$ cat config.mk
export PLATFORM = sky130hd
export DESIGN_NAME = motor_command_decoder
export DESIGN_NICKNAME = d
export VERILOG_FILES = /design/src/hw/rtl/mcd_pkg.sv /design/src/hw/rtl/motor_command_decoder.sv /design/src/hw/rtl/mcd_step.sv
export SDC_FILE = /design/constraint.sdc
export NUM_CORES = 1
export LEC_CHECK = 0
export ABC_AREA = 1
export BUFFER_PORTS_ARGS = -buffer_cell sky130_fd_sc_hd__buf_2
export CORE_MARGIN = 5
export CORE_UTILIZATION = 50
export DETAILED_ROUTE_END_ITERATION = 6
export PLACE_DENSITY = 0.8
export SYNTH_ARGS = -nofsm -noshare
export SYNTH_HDL_FRONTEND = slang
export SYNTH_SLANG_ARGS = --single-unit
$ cat constraint.sdc
create_clock -name i_clk -period 8.2 [get_ports i_clk]
set_clock_uncertainty 0.15 [all_clocks]
set_input_delay 1.23 -clock i_clk [delete_from_list [all_inputs] [get_ports i_clk]]
set_output_delay 1.23 -clock i_clk [all_outputs]
set_load 0.05 [all_outputs]
$ cat src/hw/rtl/mcd_pkg.sv
// ----------------------------------------------------------------------------
// mcd_pkg: shared types and constants of the motor command decoder
// beat structs, the visible state record and the command code map
// ----------------------------------------------------------------------------
package mcd_pkg;

    // pwm period loaded on run, and the base of every side compare value
    localparam logic [15:0] PWM_PERIOD   = 16'd32768;
    localparam int          SPEED_SHIFT  = 12;
    localparam int          STEP_W       = 16 - SPEED_SHIFT;

    // command byte codes
    localparam logic [7:0] CMD_STOP      = 8'd0;
    localparam logic [7:0] CMD_RUN       = 8'd1;
    localparam logic [7:0] LEFT_CENTRE   = 8'd10;
    localparam logic [7:0] LEFT_LAST     = 8'd18;
    localparam logic [7:0] RIGHT_CENTRE  = 8'd27;
    localparam logic [7:0] RIGHT_LAST    = 8'd35;
    localparam logic [7:0] TOP_CENTRE    = 8'd44;
    localparam logic [7:0] TOP_LAST      = 8'd52;
    localparam logic [7:0] SENSOR_FIRST  = 8'd53;
    localparam logic [7:0] SENSOR_LAST   = 8'd57;

    // item kinds
    localparam logic ACT_COMMAND   = 1'b0;
    localparam logic ACT_TOP_EVENT = 1'b1;

    // side compare slots
    localparam logic [1:0] SIDE_LEFT_A  = 2'd0;
    localparam logic [1:0] SIDE_LEFT_B  = 2'd1;
    localparam logic [1:0] SIDE_RIGHT_A = 2'd2;
    localparam logic [1:0] SIDE_RIGHT_B = 2'd3;

    // drive pin patterns
    localparam logic [1:0] PIN_REV  = 2'b01;
    localparam logic [1:0] PIN_FWD  = 2'b10;
    localparam logic [1:0] PIN_BOTH = 2'b11;

    typedef struct packed {
        logic       action;
        logic [7:0] command_byte;
    } t_mcd_in;

    typedef struct packed {
        logic [15:0] left_compare_a;
        logic [15:0] left_compare_b;
        logic [15:0] right_compare_a;
        logic [15:0] right_compare_b;
        logic [15:0] top_compare;
        logic        top_pwm_enable;
        logic [1:0]  top_dir_pins;
        logic        sensor_enable;
        logic [2:0]  sensor_mux;
        logic        sensor_start;
        logic        run_active;
    } t_mcd_out;

    typedef struct packed {
        logic             run_flag;
        logic [3:0][15:0] side_cmp;
        logic [15:0]      top_count;
        logic             top_enabled;
        logic             top_reversed;
        logic [1:0]       drive_pins;
        logic             sensor_power;
        logic [2:0]       mux_bits;
    } t_mcd_state;

endpackage

$ cat src/hw/rtl/motor_command_decoder.sv
// ----------------------------------------------------------------------------
// motor_command_decoder: remote command and top motor pwm decoder
// keeps motor compare values, pin states and sensor mux from a beat stream
// ----------------------------------------------------------------------------
// usage
//   input channel: one beat is either a remote command byte (action 0) or a
//   top motor pwm compare event (action 1); taken when i_in_valid is high
//   and o_in_stall is low
//   output channel: one result beat per input beat, carrying the whole
//   visible state after that beat, plus the one-beat sensor_start pulse
//   result: registered, presented in the cycle after the input beat is taken
//   throughput: one beat per cycle while the receiver does not stall; the
//   state update is a single pass of compare and subtract logic between
//   the state register and the result register
//   stall: o_in_stall rises only while a result waits and the receiver
//   stalls, so a new beat is taken in the same cycle that the pending
//   result leaves
//   reset: synchronous on i_rst_n low; all state clears to zero (stopped,
//   compares zero, pins low, sensor off) and no result is pending
// ----------------------------------------------------------------------------
module motor_command_decoder (
    input  logic              i_clk,
    input  logic              i_rst_n,
    input  logic              i_in_valid,
    output logic              o_in_stall,
    input  mcd_pkg::t_mcd_in  i_in,
    output logic              o_out_valid,
    input  logic              i_out_stall,
    output mcd_pkg::t_mcd_out o_out
);
    import mcd_pkg::*;

    t_mcd_state r_state;
    t_mcd_state n_state;
    t_mcd_out   r_out;
    t_mcd_out   n_out;
    logic       r_out_valid;
    logic       n_out_valid;
    logic       step_start;
    logic       in_take;

    // the result register frees up when its beat leaves this cycle
    assign o_in_stall = r_out_valid & i_out_stall;
    assign in_take    = i_in_valid & ~o_in_stall;

    mcd_step u_step (
        .i_item  (i_in),
        .i_state (r_state),
        .o_state (n_state),
        .o_start (step_start)
    );

    // result beat mirrors the state after the update
    always_comb begin
        n_out.left_compare_a  = n_state.side_cmp[SIDE_LEFT_A];
        n_out.left_compare_b  = n_state.side_cmp[SIDE_LEFT_B];
        n_out.right_compare_a = n_state.side_cmp[SIDE_RIGHT_A];
        n_out.right_compare_b = n_state.side_cmp[SIDE_RIGHT_B];
        n_out.top_compare     = n_state.top_count;
        n_out.top_pwm_enable  = n_state.top_enabled;
        n_out.top_dir_pins    = n_state.drive_pins;
        n_out.sensor_enable   = n_state.sensor_power;
        n_out.sensor_mux      = n_state.mux_bits;
        n_out.sensor_start    = step_start;
        n_out.run_active      = n_state.run_flag;
    end

    // valid holds while stalled, drops once taken unless refilled
    always_comb begin
        if (in_take) begin
            n_out_valid = 1'b1;
        end else if (i_out_stall) begin
            n_out_valid = r_out_valid;
        end else begin
            n_out_valid = 1'b0;
        end
    end

    // decoder state only moves on an accepted beat
    always_ff @(posedge i_clk) begin
        if (!i_rst_n) begin
            r_state     <= '0;
            r_out_valid <= 1'b0;
        end else begin
            r_out_valid <= n_out_valid;
            if (in_take) begin
                r_state <= n_state;
            end
        end
    end

    // result payload, no reset needed
    always_ff @(posedge i_clk) begin
        if (in_take) begin
            r_out <= n_out;
        end
    end

    assign o_out_valid = r_out_valid;
    assign o_out       = r_out;

`ifndef SYNTHESIS
    // mux bits are set only by the five sensor codes; stop and run only clear bit 0
    a_mux_range: assert property (@(posedge i_clk) disable iff (!i_rst_n)
        r_state.mux_bits <= 3'd4)
        else $error("sensor mux out of range");

    // while stopped no side motor compare or top pwm enable can be live
    a_stopped_quiet: assert property (@(posedge i_clk) disable iff (!i_rst_n)
        !r_state.run_flag |-> (r_state.side_cmp == '0 && !r_state.top_enabled))
        else $error("motor state live while stopped");

    // every accepted beat yields a result beat next cycle
    a_take_gives_result: assert property (@(posedge i_clk) disable iff (!i_rst_n)
        in_take |=> o_out_valid)
        else $error("accepted beat produced no result");
`endif

endmodule

$ cat src/hw/rtl/mcd_step.sv
// ----------------------------------------------------------------------------
// mcd_step: next-state logic for one beat
// decodes a command byte or a top motor event against the current state
// ----------------------------------------------------------------------------
module mcd_step (
    input  mcd_pkg::t_mcd_in    i_item,
    input  mcd_pkg::t_mcd_state i_state,
    output mcd_pkg::t_mcd_state o_state,
    output logic                o_start
);
    import mcd_pkg::*;

    logic [7:0]        cmd;
    logic [7:0]        centre;
    logic              is_rev;
    logic [7:0]        diff;
    logic [STEP_W-1:0] steps;
    logic [15:0]       rev_speed;
    logic [15:0]       fwd_speed;
    logic [15:0]       cmp_a;
    logic [15:0]       cmp_b;

    assign cmd = i_item.command_byte;

    // group centre picked by code range
    always_comb begin
        if (cmd <= LEFT_LAST) begin
            centre = LEFT_CENTRE;
        end else if (cmd <= RIGHT_LAST) begin
            centre = RIGHT_CENTRE;
        end else begin
            centre = TOP_CENTRE;
        end
    end

    // distance from centre, at most eight steps inside a group
    assign is_rev    = (cmd <= centre);
    assign diff      = is_rev ? (centre - cmd) : (cmd - centre);
    assign steps     = diff[STEP_W-1:0];
    assign rev_speed = is_rev ? {steps, {SPEED_SHIFT{1'b0}}} : '0;
    assign fwd_speed = is_rev ? '0 : {steps, {SPEED_SHIFT{1'b0}}};
    assign cmp_a     = PWM_PERIOD - rev_speed;
    assign cmp_b     = PWM_PERIOD - fwd_speed;

    always_comb begin
        o_state = i_state;
        o_start = 1'b0;
        if (i_item.action == ACT_TOP_EVENT) begin
            o_state.drive_pins = i_state.drive_pins ^ (i_state.top_reversed ? PIN_REV : PIN_FWD);
            o_state.top_count  = PWM_PERIOD - i_state.top_count;
        end else if (cmd == CMD_STOP) begin
            o_state.drive_pins   = '0;
            o_state.mux_bits[0]  = 1'b0;
            o_state.sensor_power = 1'b0;
            o_state.side_cmp     = '0;
            o_state.top_enabled  = 1'b0;
            o_state.top_count    = '0;
            o_state.run_flag     = 1'b0;
        end else if (cmd == CMD_RUN) begin
            o_state.drive_pins   = PIN_BOTH;
            o_state.mux_bits[0]  = 1'b0;
            o_state.sensor_power = 1'b1;
            o_state.side_cmp     = {4{PWM_PERIOD}};
            o_state.top_enabled  = 1'b1;
            o_state.run_flag     = 1'b1;
        end else if (cmd <= LEFT_LAST) begin
            if (i_state.run_flag) begin
                o_state.side_cmp[SIDE_LEFT_A] = cmp_a;
                o_state.side_cmp[SIDE_LEFT_B] = cmp_b;
            end
        end else if (cmd <= RIGHT_LAST) begin
            if (i_state.run_flag) begin
                o_state.side_cmp[SIDE_RIGHT_A] = cmp_a;
                o_state.side_cmp[SIDE_RIGHT_B] = cmp_b;
            end
        end else if (cmd <= TOP_LAST) begin
            if (i_state.run_flag) begin
                if (steps == '0) begin
                    // centre code: brake with both pins, events off
                    o_state.drive_pins  = i_state.drive_pins | PIN_BOTH;
                    o_state.top_enabled = 1'b0;
                    o_state.top_count   = '0;
                end else begin
                    o_state.top_enabled = 1'b1;
                    o_state.top_count   = rev_speed | fwd_speed;
                    if (is_rev) begin
                        o_state.drive_pins   = PIN_REV;
                        o_state.top_reversed = 1'b1;
                    end else begin
                        o_state.drive_pins   = PIN_FWD;
                        o_state.top_reversed = 1'b0;
                    end
                end
            end
        end else if (cmd <= SENSOR_LAST) begin
            o_state.mux_bits = 3'(cmd - SENSOR_FIRST);
            o_start          = 1'b1;
        end
    end

endmodule
== Yosys cells after proc, flatten, opt, wreduce, memory -nomap -nowiden ==
Index checks and enable logic that the tools add are counted.

* Register bits after elaboration: 179
* Input bits: 13
* Output and inout bits: 91
* Logic and storage cells: 104

* $add $sub $neg: 6
* Magnitude comparators: 5
* Equal/unequal tests: 2
* Mux-type cells: 53
* Bitwise operators: 11
* Reduce and logical (&&, ||, !) cells: 4

{| class="wikitable"
|+ Operator list
! kind !! number
|-
| two-way mux 32 bit || 5
|-
| two-way mux 82 bit || 1
|-
| two-way mux 20 bit || 4
|-
| two-way mux 65 bit || 1
|-
| two-way mux 16 bit || 4
|-
| two-way mux 64 bit || 1
|-
| subtractor 16 bit (first input constant) || 3
|-
| two-way mux 3 bit || 14
|-
| <= comparator 8 x 6 -> 1 bit (second input constant) || 3
|-
| two-way mux 17 bit || 1
|-
| bitwise OR 16 bit || 1
|-
| two-way mux 2 bit || 7
|-
| two-way mux 6 bit || 2
|-
| two-way mux 1 bit || 11
|-
| AND reduction 9 bit || 1
|-
| equality test 8 x 1 -> 1 bit (second input constant) || 1
|-
| <= comparator 8 x 5 -> 1 bit (second input constant) || 1
|-
| <= comparator 8 x 6 -> 1 bit || 1
|-
| zero test 8 bit || 1
|-
| two-way mux 4 bit || 2
|-
| subtractor 4 bit || 2
|-
| NOT 1 bit || 7
|-
| OR reduction 6 bit || 1
|-
| zero test 4 bit || 1
|-
| 4 further kinds || 5
|}

== Depth between registers and ports, before layout ==
Gate-level depths: netlist of the first run.

* Depth in word-level cells: 22
* Mapped depth: 26
* Gate-level depth less buffers: 25

== Cells and area by module ==
Synthesis of the first run repeated with hierarchy kept, for this count alone.

* Cell total of the unflattened synthesis: 1084
* Area total of the unflattened synthesis: 8715.9 um^2

{| class="wikitable"
|+ Modules (own cells, without submodules)
! module !! instances !! cells each !! area an instance (um^2)
|-
| motor_command_decoder || 1 || 678 || 6640.1
|-
| mcd_step || 1 || 406 || 2075.7
|}

== Worst setup path before layout of the first run ==
Ideal clock, no wire load.

* Kind: in2reg
* From: in i_out_stall
* To: reg r_out, in the netlist o_out[0], enable pin
* Data arrival time: 4.370 ns
* Data required time: 7.562 ns
* Slack: 3.191 ns
* Cell stages on the path: 4
* Cell sequence: nand2_1 > inv_1 > nor2_1 > clkbuf_1

* Longest elaborated chain between the ends: 3

{| class="wikitable"
|+ Ends and longest elaborated chain
! item !! RTL line !! RTL
|-
| from (decl) || motor_command_decoder.sv:28 || <nowiki>input logic i_out_stall,</nowiki>
|-
| bitwise AND 1 bit || motor_command_decoder.sv:43 || <nowiki>assign o_in_stall = r_out_valid & i_out_stall;</nowiki>
|-
| via o_in_stall || motor_command_decoder.sv:25 || <nowiki>output logic o_in_stall,</nowiki>
|-
| NOT 1 bit || motor_command_decoder.sv:44 || <nowiki>assign in_take = i_in_valid & ~o_in_stall;</nowiki>
|-
| bitwise AND 1 bit || motor_command_decoder.sv:44 ||
|-
| via in_take || motor_command_decoder.sv:40 || <nowiki>logic in_take;</nowiki>
|-
| to (signal assigned) || motor_command_decoder.sv:95 || <nowiki>r_out <= n_out;</nowiki>
|-
| to (decl) || motor_command_decoder.sv:35 || <nowiki>t_mcd_out r_out;</nowiki>
|}

The timed path passes the listed nets, and every way through them passes these cells.
A chain may end at the register's enable or synchronous reset.

==> impl_metrics.csv, run 1 <==
group,metric,value,unit
yosys,ys_ff_latch,179,
drt,vias,5582,
floorplanning,die_y,134,um
pwr,power_density,239,nW/um2
yosys,synth.area.top_cells,"edfxtp_1, dfxtp_1, inv_1",
clocking,clockRootBuffer,"clkbuf_16",
finish,nets,947,
yosys,syn_avg_cell_area,9.25,um2
yosys,yosysWarnings,0,
grt,grt_pass1_wl,25200,um
setup_path,required,8.37,ns
setup_path,startpoint_type,"input port",
placement,place_congestion,0.899,
timing,finalCritPeriodShare,0.485,
floorplanning,ios,104,
timing,tightest_slew,0.947,ns
setup_path,crit_fanout,12,
status,status,"finished, final reports clean",
yosys,synth_top_area_frac,0.350,
placement,post-place-ws,3.83,ns
setup_path,crit_type,"input port to register",
setup_path,cp_data_arrival_time,4.15,ns
yosys,synth_top_cell_by_area,"edfxtp_1",
finish,area_delta_synth_final,15.7,%
grt,grt_use_total,0.174,
finish,drive_gt1_frac,0.193,
min_path,min_path_type,"register to register",
yosys,syn_inst,825,
clocking,post_cts_buffers,0,
pwr,peakVddDrop,0.157,mV
clocking,path_clk_slew,0.07,ns
clocking,cts_sinks,179,
grt,grt_max_degree,87,
floorplanning,core-area,15100,um2
clocking,cts_resized,0,
drt,drt_pass1_iterations,5,
clocking,insertion_delay,0.42,ns
yosys,synthesis.area,7630,um2
timing,rsz0062_at_grt,"false",
floorplanning,die_area,17800,um2
drt,vias_per_cell,4.99,
timing,finalHoldViolCount,0,
grt,first_global_vias,5204,
finish,num_antenna_cells,0,
timing,setup_violations,0,
clocking,cts_buffers,17,
yosys,ys_types,44,
setup_path,crit_path_end_kind,"register",
placement,portBuffers,103,
floorplanning,die_w,134,um
pwr,cellLeakagePower,3.94,nW
yosys,ys_seq_area_frac,0.587,
drt,wl,15000,um
clocking,cts_tree,"yes",
finish,final_cells,1119,
clocking,hold_buffers,0,
timing,relSlewSlack,0.369,
timing,post-route-min-period,3.98,ns
drt,wl_per_cell,13.4,um
timing,max_freq,251,MHz
floorplanning,fp-row-count,45,
placement,dp_hpwl,9830,um
floorplanning,start_util,0.505,
run,maxCapViolations,0,
grt,grt-ovfl-total,0,
clocking,cts.path.max_buffers,2,
clocking,cts_max_level,4,
finish,final_common_cell,"inv_1",
placement,post-place-cells,1087,
drt,ant_nets,0,
yosys,syn-num-nets,854,
timing,setup_tns,0,ns
timing,report.final.slew_viol_count,0,
grt,antenna_found_initial,0,
drt,drcViolationCount,0,
finish,layout_common_cells,"inv_1, buf_2, nand2_1",
drt,first_iter_violations,312,
timing,fin_ws,4.22,ns
[critical path, cell delays in order]
cell and delay [ns]:
buf_2 0.07, inv_1 0.04, nand2_2 0.12, inv_1 0.10
a31oi_2 0.33, inv_1 0.22, ha_1 0.35, nand3_1 0.08
nor2_1 0.22, nand3_2 0.16, nand2_2 0.23, nand2_1 0.11
ha_1 0.22, xor2_1 0.17, o21ai_0 0.16, o21ai_1 0.11
o21ai_0 0.19, inv_1 0.05
[logic make-up (layout without fill, tap and decap cells)]
family / Yosys count / count (layout) / share of synthesized area
compound gates: 138 / 138 / 0.103
simple gates: 295 / 295 / 0.175
xor+xnor: 6 / 6 / 0.00689
fa+ha+maj: 16 / 16 / 0.0282
buf+inv: 191 / 297 / 0.100
flops: 179 / 179 / 0.587
[registers in the layout, summed over array words and instances, names as in the netlist]
signal	cells
o_out	89
o_out_valid	1
r_state	89
[per-stage QoR]
stage	util	instance area (um2)	power, mW	hold slack, ns
after floorplan	-	7630	1.27	0.275
after global placement	0.546	8240	1.33	0.281
after detailed placement	0.546	8240	1.34	0.286
after CTS	0.585	8830	2.13	0.296
after global routing	0.585	8830	2.21	0.306
final	0.585	8830	2.11	0.294
[final timing paths]
kind                            slack, ns          end  depth (start not counted)   startpoint
worst max register to register       5.55  r_state[75]                          7  o_out_valid
worst min-delay path                 0.29  r_state[49]                          2  r_state[49]
worst min register to register       0.29  r_state[49]                          2  r_state[49]
worst max-delay path                 4.22  r_state[38]                         18      i_in[7]
[cell usage after synthesis (all sizes together)]
library cell,n
nor4,1
o21bai,1
a31oi,2
fa,2
nor2,97
o21ai,58
ha,14
nand4,1
clkbuf,19
o41ai,1
edfxtp,89
o32ai,1
xor2,4
nand2,105
nand3,35
a211oi,2
xnor2,2
o22ai,10
a21oi,58
buf,13
o211ai,4
o311ai,1
nor3,52
inv,157
or2,4
clkinv,2
dfxtp,90
[cell type report]
| class | instances | area [um2] |
|---|---|---|
| clock inverter | 14 | 144 |
| sequential | 179 | 4470 |
| fill | 1309 | 6260 |
| multi-input combinational | 455 | 2400 |
| inverter | 159 | 599 |
| timing repair buffer | 106 | 538 |
| tap | 188 | 235 |
| clock buffer | 18 | 439 |
[report_power, final]
group | total [mW] | internal (mW) | switching [mW]
registers | 1.00 | 0.988 | 0.0161
logic | 0.314 | 0.0741 | 0.240
clock network | 0.794 | 0.437 | 0.357
total | 2.11 | 1.50 | 0.613
[per-layer routing]
metal | vias to the layer above | share of wire | global-route usage
li1 | 2862 | - | -
met1 | 2544 | 0.46 | 0.235
met2 | 161 | 0.47 | 0.285
met3 | 15 | 0.053 | 0.0347
met4 | 0 | 0.013 | 0.0571
met5 | - | 0 | 0
Power figures use the tool's default switching activity.
==> inputs of run 2 (changes only) <==
PLACE_DENSITY = 0.83   (was 0.8)
clock period = 3.35 ns   (was 8.2 ns; I/O delays follow)
==> run 2 against run 1 <==
Worst hold slack lost 0.093 ns. Total power grew 150%. Via count grew 2.4%. Sequential power grew 150%. Critical endpoint is now r_state[7].
==> impl_metrics.csv, run 2 (synthesis results as in run 1) <==
group,metric,value,unit
setup_path,critPathTopFamily,"simple AND/OR/NAND/NOR gates",
finish,area_delta_synth_final,17.7,%
drt,drt_pass1_iterations,6,
status,status,"finished, final reports clean",
clocking,cts_max_level,4,
grt,grt_pass1_wl,25400,um
timing,setup_tns,0,ns
drt,wl,15600,um
drt,drcViolationCount,0,
placement,dp_hpwl,10300,um
pwr,power.share.clock,0.375,
pwr,cellLeakagePower,4.03,nW
timing,finalCritPeriodShare,0.890,
placement,portBuffers,103,
clocking,clockRootBuffer,"clkbuf_16",
setup_path,crit_type,"input port to register",
floorplanning,start_util,0.505,
clocking,cts_resized,0,
finish,drive_gt1_frac,0.208,
placement,post-place-cells,1106,
finish,nFillCells,1259,
drt,vias,5718,
setup_path,startpoint_type,"input port",
setup_path,cp_data_arrival_time,3.15,ns
floorplanning,fp-row-count,45,
timing,post-route-min-period,2.98,ns
grt,grt_max_degree,109,
timing,rsz0062_at_grt,"false",
pwr,internal_power,3.69,mW
clocking,insertion_delay,0.43,ns
clocking,cts_buffers,17,
min_path,min_path_type,"input port to register",
timing,relSlewSlack,0.552,
finish,nets,966,
grt,first_global_vias,5157,
pwr,power,5.20,mW
timing,setup_violations,0,
finish,final_cells,1138,
pwr,p_seq_frac,0.473,
clocking,cts.path.max_buffers,2,
timing,tightest_slew,0.670,ns
drt,vias_per_cell,5.02,
timing,report.final.slew_viol_count,0,
clocking,path_clk_slew,0.07,ns
run,maxCapViolations,0,
floorplanning,ios,104,
pwr,sw_frac_of_total,0.291,
grt,grt_use_total,0.179,
timing,max_freq,336,MHz
finish,layout_common_cells,"inv_1, buf_2, nand2_1",
floorplanning,die_y,134,um
drt,wl_per_cell,13.7,um
setup_path,cpPeakStageDelay,0.40,ns
clocking,cts_tree,"yes",
clocking,post_cts_buffers,0,
clocking,cts_sinks,179,
finish,num_antenna_cells,0,
finish,final_util,0.595,
pwr,p_switching,1.51,mW
grt,grt-ovfl-total,0,
setup_path,crit_fanout,12,
setup_path,crit_path_end_kind,"register",
setup_path,required,3.52,ns
placement,place_congestion,0.869,
drt,first_iter_violations,448,
pwr,comb_power_share,0.152,
pwr,power_density,579,nW/um2
timing,finalHoldViolCount,0,
setup_path,cp_num_buf_inv,4,
floorplanning,die_w,134,um
grt,antenna_found_initial,0,
setup_path,cpMostUsedCell,"nand2_1",
clocking,hold_buffers,0,
setup_path,path_cells,"buf_2 -> inv_1 -> nand2_2 -> nor2_4 -> inv_1 -> a21oi_1 -> nor2_1 -> ha_1 -> fa_1 -> o21bai_1 -> nand2_1 -> nand2_2 -> nand2_2 -> nand2_1 -> nand2_1 -> nor2_1 -> nand2_2 -> nand2_1 -> nand2_1 -> nand2_1 -> o21ai_2 -> o21ai_1 -> inv_1",
setup_path,slowest_stage,"fa_1",
floorplanning,core-area,15100,um2
finish,final_common_cell,"inv_1",
pwr,peakVddDrop,0.383,mV
drt,ant_nets,0,
floorplanning,die_area,17800,um2
-- run 2: worst reg2reg max path, delay by kind of cell, from the launching register on --
family                   cells  cell delay [ns]
AO/OA/AOI/OAI                2             0.20
buffers and inverters        2             0.14
AND/OR/NAND/NOR             10             1.20
adder cells (fa/ha/maj)      1             0.22
flip-flops                   1             0.31
-- run 2: worst paths after layout --
check	from	endpoint	slack, ns	depth (start not counted)
min	i_out_stall	o_out_valid	0.20	3
min reg2reg	r_state[59]	r_state[59]	0.29	2
max reg2reg	r_state[8]	r_state[22]	1.04	15
max	i_in[7]	r_state[7]	0.37	23
-- run 2: per-stage QoR --
step	hold WS (ns)	setup slack, ns	instance area [um2]
after floorplan	0.275	0.0723	7630
after global placement	0.281	0.0115	8400
after detailed placement	0.284	-0.0426	8400
after CTS	0.193	0.404	8980
after global routing	0.198	0.139	8980
final	0.201	0.370	8980
-- run 2: final cells by class --
class	count	area [um2]	share of cell area
clock inverter	13	136	0.0152
clock buffer	19	443	0.0493
multi-input combinational	455	2400	0.267
timing repair buffer	125	693	0.0772
sequential	179	4470	0.498
tap	188	235	0.0262
inverter	159	599	0.0668
-- run 2: power by group through the flow --
stage | combinational, mW | clock [mW] | sequential (mW)
2_1_floorplan | 0.361 | 0 | 2.75
3_3_place_gp | 0.776 | 0 | 2.50
3_5_place_dp | 0.788 | 0 | 2.51
4_1_cts | 0.795 | 1.98 | 2.46
5_1_grt | 0.863 | 2.07 | 2.47
6_report | 0.793 | 1.95 | 2.46
-- run 2: per-layer routing --
layer / part of all wire / routed length [um] / track usage
met1: 0.45 / 7080 / 0.238
met2: 0.48 / 7440 / 0.288
met3: 0.054 / 848 / 0.0438
met4: 0.018 / 274 / 0.0600
met5: 0 / 0 / 0
==> inputs of run 3 (changes only) <==
--- a/config.mk
+++ b/config.mk
@@ -9,7 +9,7 @@
 export BUFFER_PORTS_ARGS = -buffer_cell sky130_fd_sc_hd__buf_2
 export CORE_MARGIN = 5
-export CORE_UTILIZATION = 50
+export CORE_UTILIZATION = 57
 export DETAILED_ROUTE_END_ITERATION = 6
-export PLACE_DENSITY = 0.83
+export PLACE_DENSITY = 0.88
 export SYNTH_ARGS = -nofsm -noshare
 export SYNTH_HDL_FRONTEND = slang
==> constraint.sdc (replaced) <==
create_clock -name i_clk -period 2.9 [get_ports i_clk]
set_clock_uncertainty 0.15 [all_clocks]
set_input_delay 0.29 -clock i_clk [delete_from_list [all_inputs] [get_ports i_clk]]
set_output_delay 0.29 -clock i_clk [all_outputs]
set_load 0.05 [all_outputs]
==> run 3 against run 2 <==
Sequential cell count unchanged. Worst setup slack got worse by 0.12 ns. Total power increased by 16%. Global-route usage is 2.7 points higher. Register-to-register slack lost 0.37 ns. First-iteration DRC count rose by 40%. Largest cell class unchanged.
==> impl_metrics.csv, run 3 (synthesis results as in run 1) <==
group,metric,value,unit
setup_path,crit_type,"input port to register",
floorplanning,die_w,126,um
status,status,"finished, final reports clean",
setup_path,r2r_cells,15,
setup_path,r2r_end,"r_state[22]",
pwr,power,6.06,mW
drt,wl,16100,um
setup_path,critPathTopFamily,"adder cells",
drt,first_iter_violations,628,
drt,drt_pass1_iterations,5,
setup_path,startpoint_type,"input port",
placement,portBuffers,103,
setup_path,crit_path_end_kind,"register",
pwr,power_density,660,nW/um2
finish,final_common_cell,"inv_1",
finish,num_antenna_cells,0,
timing,fin_ws,0.249,ns
finish,area_delta_synth_final,20.2,%
setup_path,slowest_stage,"fa_2",
timing,max_freq,377,MHz
grt,grt_use_total,0.205,
finish,multiInputGateArea,2440,um2
clocking,cts_tree,"yes",
floorplanning,fp-row-count,42,
timing,relSlewSlack,0.614,
floorplanning,core-area,13200,um2
clocking,cts_buffers,17,
min_path,min_path_type,"input port to register",
drt,vias_per_cell,5.14,
timing,post-route-min-period,2.65,ns
run,maxCapViolations,0,
timing,tightest_slew,0.578,ns
timing,rsz0062_at_grt,"false",
drt,ant_nets,0,
setup_path,startpoint,"i_in[6]",
setup_path,r2r-start,"r_state[8]",
setup_path,r2r_setup_slack,0.67,ns
pwr,peakVddDrop,0.356,mV
clocking,cts.path.max_buffers,2,
finish,nFillCells,949,
finish,seq_area,4470,um2
drt,drcViolationCount,0,
setup_path,required,3.07,ns
finish,layout_common_cells,"inv_1, buf_2, nand2_1",
grt,grt_pass1_wl,26400,um
finish,nets,984,
placement,place_congestion,0.918,
timing,setup_violations,0,
clocking,insertion_delay,0.42,ns
placement,dp_hpwl,10500,um
setup_path,path_depth,21,
grt,first_global_vias,5538,
clocking,post_cts_buffers,0,
clocking,cts_sinks,179,
clocking,cts_max_level,4,
setup_path,path_cells,"buf_2 -> inv_2 -> nand2_4 -> nor2_4 -> inv_2 -> a21oi_4 -> nor2_2 -> ha_2 -> fa_2 -> o21bai_1 -> nand2_1 -> nand2_2 -> nand2_4 -> nor2_1 -> inv_1 -> ha_1 -> xnor2_1 -> o21ai_0 -> o21ai_1 -> o21ai_1 -> inv_1",
timing,report.final.slew_viol_count,0,
setup_path,cp_num_buf_inv,5,
pwr,cellLeakagePower,4.14,nW
grt,antenna_found_initial,0,
floorplanning,start_util,0.578,
timing,finalCritPeriodShare,0.914,
floorplanning,ios,104,
setup_path,endpoint,"r_state[54]",
setup_path,cp_data_arrival_time,2.82,ns
drt,wl_per_cell,14.1,um
floorplanning,die_y,126,um
finish,drive_gt1_frac,0.229,
clocking,path_clk_slew,0.07,ns
floorplanning,die_area,15800,um2
setup_path,cpPeakStageDelay,0.36,ns
drt,vias,5883,
clocking,clockRootBuffer,"clkbuf_16",
placement,post-place-ws,-0.207,ns
grt,grt-ovfl-total,0,
timing,finalHoldViolCount,0,
grt,grt_max_degree,109,
setup_path,crit_fanout,10,
run 3: repair_timing:
item / in CTS / in global routing
setup endpoints to repair: 0 / 6
gates resized for setup: 0 / 2
hold endpoints to repair: 1 / 0
hold buffers: 1 / 0
run 3: tightest hold or removal path: stages:
cell	delay (ns)
buf_2	0.07
inv_1	0.06
a21oi_1	0.13
run 3: final cells by class:
class | instances | area share
flip-flops and latches | 179 | 0.488
inverters | 159 | 0.0653
repair buffers | 143 | 0.0933
multi-input cells | 455 | 0.266
clock buffers | 17 | 0.0464
clock inverters | 15 | 0.0172
well taps | 176 | 0.0240
run 3: how the worst min path moves through the flow:
stage                startpoint     endpoint  slack, ns  cells past startpoint
finish               i_in_valid  o_out_valid       0.02                      3
global route            i_rst_n  r_state[37]       0.03                      3
CTS                  i_in_valid  o_out_valid      0.009                      3
detailed placement  r_state[29]  r_state[29]       0.28                      2
global placement    r_state[80]  r_state[80]       0.28                      2
floorplan           r_state[24]  r_state[24]       0.27                      2
run 3: where the power goes:
part	switching, mW	internal [mW]
logic	0.707	0.260
clock network	0.972	1.28
registers	0.0462	2.79
run 3: metal layers:
metal / track usage / share of wire / wire (um)
met1: 0.262 / 0.43 / 6980
met4: 0.0619 / 0.014 / 224
met3: 0.0521 / 0.066 / 1070
met2: 0.346 / 0.49 / 7840
met5: 0 / 0 / 0
run 3: stage by stage:
stage                     hold WS, ns  instances  TNS, ns   util  cell area [um2]
final                          0.0242       1144        0  0.695             9170
after CTS                     0.00888       1144        0  0.694             9160
after detailed placement        0.284       1111    -3.54  0.649             8570
after floorplan                 0.275        825  -0.0153      -             7660
after global placement          0.281       1111    -1.04  0.649             8570
after global routing           0.0293       1144        0  0.695             9170
